## src/design/spdte_pkg.sv

```systemverilog
`default_nettype none
package spdte_pkg;

   localparam logic [7:0] START_BYTE   = 8'hFB;
   localparam logic [7:0] END_BYTE     = 8'hFE;
   localparam logic [7:0] TIME_DEFAULT = 8'd88;
   localparam logic [7:0] MODEL_RESET  = 8'd7;
   localparam logic [7:0] FORMAT_RESET = 8'd0;
   localparam logic [7:0] HELD_RESET   = 8'd0;

   localparam logic [4:0] POS_FIRST    = 5'd0;
   localparam logic [4:0] POS_PAGE     = 5'd3;
   localparam logic [4:0] POS_MINUTES  = 5'd4;
   localparam logic [4:0] POS_MODEL    = 5'd14;
   localparam logic [4:0] POS_FORMAT   = 5'd16;
   localparam logic [4:0] POS_HOURS    = 5'd18;
   localparam logic [4:0] POS_SUM_LAST = 5'd19;
   localparam logic [4:0] POS_CHECK    = 5'd20;
   localparam logic [4:0] POS_LAST     = 5'd21;

   localparam logic [7:0] PAGE_MODEL   = 8'd0;
   localparam logic [7:0] PAGE_HOURS   = 8'd5;
   localparam logic [7:0] PAGE_MINUTES = 8'd6;
   localparam logic [7:0] PAGE_FORMAT  = 8'd19;

   typedef enum logic [2:0] {
      STATUS_NONE     = 3'd0,
      STATUS_ACCEPTED = 3'd1,
      STATUS_BAD_END  = 3'd2,
      STATUS_BAD_SUM  = 3'd3,
      STATUS_MISMATCH = 3'd4
   } status_type;

   typedef struct packed {
      logic [7:0] page;
      logic [7:0] model_byte;
      logic [7:0] minutes_byte;
      logic [7:0] format_byte;
      logic [7:0] hours_byte;
      logic [7:0] sum;
      logic [7:0] check;
   } page_fields_type;

   typedef struct packed {
      status_type status;
      logic       accept;
      logic       load_model;
      logic       load_hours;
      logic       load_minutes;
      logic       load_format;
   } page_verdict_type;

endpackage
`default_nettype wire

```

## src/design/spdte_page_check.sv

```systemverilog
`default_nettype none
module spdte_page_check (
   input  wire spdte_pkg::page_fields_type  fields,
   input  wire logic [7:0]                  end_byte,
   input  wire logic [7:0]                  held_model,
   input  wire logic [7:0]                  expected_model,
   output spdte_pkg::page_verdict_type      verdict
);
   import spdte_pkg::*;

   logic [7:0] sum_total;
   logic [7:0] model_next;
   logic       is_model_page;

   assign sum_total     = fields.sum + fields.check;
   assign is_model_page = (fields.page == PAGE_MODEL);
   assign model_next    = is_model_page ? fields.model_byte : held_model;

   always_comb begin
      verdict = '0;
      verdict.status = STATUS_NONE;
      if (end_byte != END_BYTE) begin
         verdict.status = STATUS_BAD_END;
      end else if (sum_total != 8'd0) begin
         verdict.status = STATUS_BAD_SUM;
      end else begin
         verdict.load_model = is_model_page;
         if (model_next != expected_model) begin
            verdict.status = STATUS_MISMATCH;
         end else begin
            verdict.status       = STATUS_ACCEPTED;
            verdict.accept       = 1'b1;
            verdict.load_hours   = (fields.page == PAGE_HOURS);
            verdict.load_minutes = (fields.page == PAGE_MINUTES);
            verdict.load_format  = (fields.page == PAGE_FORMAT);
         end
      end
   end

endmodule
`default_nettype wire

```

## src/design/serial_page_deframer_time_extract_core.sv

```systemverilog
// Serial page deframer with time extraction.
// Request channel (req_valid/req_ready/req_rx_byte) takes one received serial
// byte per beat. Each request beat yields exactly one response beat on
// rsp_valid/rsp_ready carrying link state, the page status of that byte and
// the held time, model and connected values after the byte is applied.
// A 0xFB byte restarts the page at position 0; the byte at position 21 ends
// the page, which is then checked for end marker, checksum and model.
// Latency: the response appears the cycle after the request beat. Throughput
// is one byte per cycle while rsp_ready is high; only next-state logic of the
// page position, link state, page check and held values lies between them.
// The response register holds its beat while rsp_ready is low; req_ready
// then drops and no further byte is taken until the beat is delivered.
// csr_wr_en/csr_wr_data write the expected controller model, reset 7.
// Reset (synchronous, active high) returns the position to 0, hours and
// minutes to 88, the format byte, model and flags to 0, and empties the
// response register.
`default_nettype none
module serial_page_deframer_time_extract_core (
   input  wire  logic       clock,
   input  wire  logic       reset,
   input  wire  logic       req_valid,
   output logic             req_ready,
   input  wire  logic [7:0] req_rx_byte,
   output logic             rsp_valid,
   input  wire  logic       rsp_ready,
   output logic             rsp_link_active,
   output logic [2:0]       rsp_frame_status,
   output logic             rsp_timeout_clear,
   output logic [7:0]       rsp_hours,
   output logic [7:0]       rsp_minutes,
   output logic [7:0]       rsp_time_24h,
   output logic             rsp_connected,
   output logic [7:0]       rsp_controller_model,
   input  wire  logic       csr_wr_en,
   input  wire  logic [7:0] csr_wr_data
);
   import spdte_pkg::*;

   logic [7:0]       expected_ff;
   logic [4:0]       pos_ff, pos_in, pos_eff;
   page_fields_type  fields_ff, fields_in;
   logic [7:0]       hours_ff, minutes_ff, format_ff, model_ff;
   logic             connected_ff, active_ff, active_in;
   logic             rsp_valid_ff;
   status_type       status_ff, status_in;
   logic             clear_ff;
   logic             accept, page_end;
   page_verdict_type verdict;

   assign req_ready = !rsp_valid_ff || rsp_ready;
   assign accept    = req_valid && req_ready;
   assign pos_eff   = (req_rx_byte == START_BYTE) ? POS_FIRST : pos_ff;
   assign page_end  = (pos_eff == POS_LAST);

   spdte_page_check u_check (
      .fields         (fields_ff),
      .end_byte       (req_rx_byte),
      .held_model     (model_ff),
      .expected_model (expected_ff),
      .verdict        (verdict)
   );

   always_comb begin
      fields_in = fields_ff;
      case (pos_eff)
         POS_PAGE:    fields_in.page       = req_rx_byte;
         POS_MINUTES: fields_in.minutes_byte = req_rx_byte;
         POS_MODEL:   fields_in.model_byte = req_rx_byte;
         POS_FORMAT:  fields_in.format_byte = req_rx_byte;
         POS_HOURS:   fields_in.hours_byte = req_rx_byte;
         POS_CHECK:   fields_in.check      = req_rx_byte;
         default:     fields_in.page       = fields_ff.page;
      endcase
      if (pos_eff == POS_MINUTES) begin
         fields_in.sum = req_rx_byte;
      end else if (pos_eff > POS_MINUTES && pos_eff <= POS_SUM_LAST) begin
         fields_in.sum = fields_ff.sum + req_rx_byte;
      end
   end

   always_comb begin
      pos_in    = page_end ? POS_FIRST : pos_eff + 5'd1;
      active_in = page_end ? 1'b0 : ((req_rx_byte == START_BYTE) || active_ff);
      status_in = page_end ? verdict.status : STATUS_NONE;
   end

   always_ff @(posedge clock) begin
      if (reset) begin
         expected_ff <= MODEL_RESET;
      end else if (csr_wr_en) begin
         expected_ff <= csr_wr_data;
      end
   end

   always_ff @(posedge clock) begin
      if (reset) begin
         pos_ff       <= POS_FIRST;
         active_ff    <= 1'b0;
         connected_ff <= 1'b0;
         hours_ff     <= TIME_DEFAULT;
         minutes_ff   <= TIME_DEFAULT;
         format_ff    <= FORMAT_RESET;
         model_ff     <= HELD_RESET;
         rsp_valid_ff <= 1'b0;
         status_ff    <= STATUS_NONE;
         clear_ff     <= 1'b0;
      end else begin
         if (accept) begin
            pos_ff    <= pos_in;
            active_ff <= active_in;
            status_ff <= status_in;
            clear_ff  <= page_end && verdict.accept;
            if (page_end) begin
               if (verdict.accept)       connected_ff <= 1'b1;
               if (verdict.load_model)   model_ff     <= fields_ff.model_byte;
               if (verdict.load_hours)   hours_ff     <= fields_ff.hours_byte;
               if (verdict.load_minutes) minutes_ff   <= fields_ff.minutes_byte;
               if (verdict.load_format)  format_ff    <= fields_ff.format_byte;
            end
            rsp_valid_ff <= 1'b1;
         end else if (rsp_ready) begin
            rsp_valid_ff <= 1'b0;
         end
      end
   end

   // captured page bytes carry no reset
   always_ff @(posedge clock) begin
      if (accept) begin
         fields_ff <= fields_in;
      end
   end

   assign rsp_valid            = rsp_valid_ff;
   assign rsp_link_active      = active_ff;
   assign rsp_frame_status     = status_ff;
   assign rsp_timeout_clear    = clear_ff;
   assign rsp_hours            = hours_ff;
   assign rsp_minutes          = minutes_ff;
   assign rsp_time_24h         = format_ff;
   assign rsp_connected        = connected_ff;
   assign rsp_controller_model = model_ff;

endmodule
`default_nettype wire

```

## config.mk

```make
export PLATFORM = sky130hd
export DESIGN_NAME = serial_page_deframer_time_extract_core
export DESIGN_NICKNAME = d
export VERILOG_FILES = /design/src/design/spdte_pkg.sv /design/src/design/spdte_page_check.sv /design/src/design/serial_page_deframer_time_extract_core.sv
export SDC_FILE = /design/constraint.sdc
export NUM_CORES = 1
export LEC_CHECK = 0
export BUFFER_PORTS_ARGS = -buffer_cell sky130_fd_sc_hd__buf_2
export CAP_MARGIN = 20
export CORE_MARGIN = 2
export CORE_UTILIZATION = 55
export CTS_BUF_LIST = sky130_fd_sc_hd__clkbuf_16
export DETAILED_ROUTE_END_ITERATION = 6
export GPL_TIMING_DRIVEN = 1
export HOLD_SLACK_MARGIN = 0.05
export PLACE_DENSITY = 0.76
export SYNTH_ARGS = -nofsm -noshare
export SYNTH_HDL_FRONTEND = slang
export SYNTH_SLANG_ARGS = --single-unit
```

## constraint.sdc

```tcl
create_clock -name clock -period 4.4 [get_ports clock]
set_clock_uncertainty 0.15 [all_clocks]
set_input_delay 0.44 -clock clock [delete_from_list [all_inputs] [get_ports clock]]
set_output_delay 0.44 -clock clock [all_outputs]
set_load 0.005 [all_outputs]
```

==> results.ini <==
[outcome]
status=finished, final reports clean

[floorplanning]
start_util_pct=56.3
io_pins=61
die_y_um=101
rows=35
coreArea_um2=9150
die_x_um=101
die_area_um2=10200

[placement]
hpwlAfterDp_um=7310
gp_congestion=0.849
place_inst=615
place_area_um2=5590
port_buffers=60
preCtsSetupSlack_ps=600

[sta]
period_needed_ps=3520
slew_headroom_pct=40.5
finalSetupViolations=0
holdWs_ps=154
setup_ws_ps=879
slew_viol_final=0
fmax_ghz=0.284
tns_ps=0
period_share_pct=80.0
grt_setup_unrepaired=false
hold_violations=0
tightest_slew_ps=890

[grt]
grt_remaining_overflow=0
use_met1_pct=28.4
grt_max_degree=85
grt_pass1_wl_um=17000
grtUsageMet2_pct=36.0
grt_pass1_vias=3567
top_usage_layer=met2
antenna_found_initial=0
grt_use_met3_pct=2.84
grt_use_total_pct=21.5

[setup_path]
crit_fanout=9
startpoint=req_rx_byte[4]
cpMostUsedCell=nand2_1
required_ps=4520
cp_num_buf_inv=2
r2r_slack_ps=1290
arrival_ps=3640
end_kind=flip-flop
cp_slowest_stage_delay_ps=580
r2r-start=fields_ff[9]
path_delay_family=simple AND/OR/NAND/NOR gates
critical_path_class=input port to flip-flop
cp_cell_sequence=buf_2, nand4_1, or4b_1, nand2_1, ha_1, and3b_1, nand2_1, nor4_1, nand4bb_1, buf_4, nor3_4, mux2i_1
crit_slowest_cell=or4b_1
startpoint_type=input port

[drt]
first_iter_violations=115
routedWlPerCell_um=16.5
first_pass_iters=4
routed-via-count=3564
wirelength_um=10400
drc_errors=0
ant_nets=0
viasPerCell=5.64

[cts]
cts.htree.levels=3
cts_buffers=9
cts_sinks=108
ctsLongestPathBuffers=2
cts_tree=built
cts_root_buf=clkbuf_16
clock_latency_ps=350
clk_pin_slew_ps=70
post_cts_buffers=0
cts_resized=0
holdBufCountCts=0

[logic_synthesis]
synth.distinct_cells=58
syn_avg_cell_area_um2=11.4
yosys.area.top_type_share_pct=32.6
synth_top_area_cell=edfxtp_1
synth_edf_count=56
async_flop_share_pct=0
synth_warnings=0
yosysSeqAreaShare_pct=52.9
synth-seq-cells=108
ys.flop_type=edfxtp_1
syn_area_um2=5150
synthesis.nets=493
synth.top_cells.by_area=edfxtp_1 33%, dfxtp_1 20%, mux2i_1 7.4%
syn_inst=452

[cells_and_area]
drive_gt1_share_pct=18.4
final_cells=632
final_util_pct=64.4
diodes=0
final_common_cell=buf_2
area_growth_pct=14.5
final_cell_mix=60 x buf_2, 56 x edfxtp_1, 53 x nand2b_1
fin_nets=557
finalInstanceArea_um2=5900

[power_and_ir_drop]
combPwrFrac_pct=5.7
pwr-share-clk_pct=39.7
powerDensity_nw_per_um2=333
p_switching_mw=0.453
vdd_drop_max_uv=187
intPower_mw=1.51
swShare_pct=23.1
pwr-share-seq_pct=54.6
leakage_nw=2.27
total_power_mw=1.96

[hold_path]
worst_hold_path_type=input port to flip-flop
min-delay-start=csr_wr_data[0]

[job]
maxCapViolations=0

## power groups by stage
stage / clock (mW) / sequential, mW / combinational (mW)
after global placement: 0 / 1.10 / 0.106
after CTS: 0.792 / 1.07 / 0.111
final: 0.780 / 1.07 / 0.111
after detailed placement: 0 / 1.10 / 0.110
after global routing: 0.827 / 1.07 / 0.126
after floorplan: 0 / 1.09 / 0.0716
## metal layers
layer	routed length, um	vias up
li1	-	1765
met1	4670	1707
met2	5140	77
met3	450	15
met4	144	0
met5	0	-
## registers in the layout, summed over array words and instances (netlist names)
register and flops:
expected_ff 8, fields_ff 56, pos_ff 5, rsp_connected 1
rsp_controller_model 8, rsp_frame_status 3, rsp_hours 8, rsp_link_active 1
rsp_minutes 8, rsp_time_24h 8, rsp_timeout_clear 1, rsp_valid 1
## path summary, 6_finish.rpt
path	to	cells after the start
setup / recovery	rsp_controller_model[7]	12
hold / removal	expected_ff[0]	2
setup reg to reg	rsp_connected	7
hold reg to reg	rsp_connected	2
## cell families (layout without fill, tap and decap cells)
kind of cell	Yosys count	in the layout	share of synthesized area, %
compound gates	62	62	8.36
buf+inv	30	99	2.23
flops	108	108	52.9
fa+ha+maj	20	20	5.15
mux	40	40	7.82
xor+xnor	23	23	3.91
simple gates	169	169	19.7
## final cells by class
cell class | instances | area [um^2]
fillers | 738 | 3260
flip-flops and latches | 108 | 2720
multi-input cells | 314 | 2310
repair buffers | 69 | 380
clock buffers | 9 | 225
well taps | 111 | 139
clock inverters | 7 | 62.6
inverters | 14 | 52.6
## Yosys cell counts (3+ instances only)
master	number
a211o_1	4
a211oi_1	5
a21o_1	3
a21oi_1	19
and2_1	3
and3_1	4
and4_1	3
clkbuf_1	14
dfxtp_1	52
edfxtp_1	56
ha_1	18
inv_1	13
mux2i_1	38
nand2_1	16
nand2b_1	53
nand3_1	6
nand3b_1	3
nand4_1	5
nand4b_1	3
nor2_1	37
nor2b_1	5
nor3_1	9
nor4_1	3
nor4_4	3
o211ai_1	3
o21ai_0	9
o21ai_1	3
o31ai_1	3
xnor2_1	9
xor2_1	14
No activity file was read; power rests on OpenSTA's default activity.
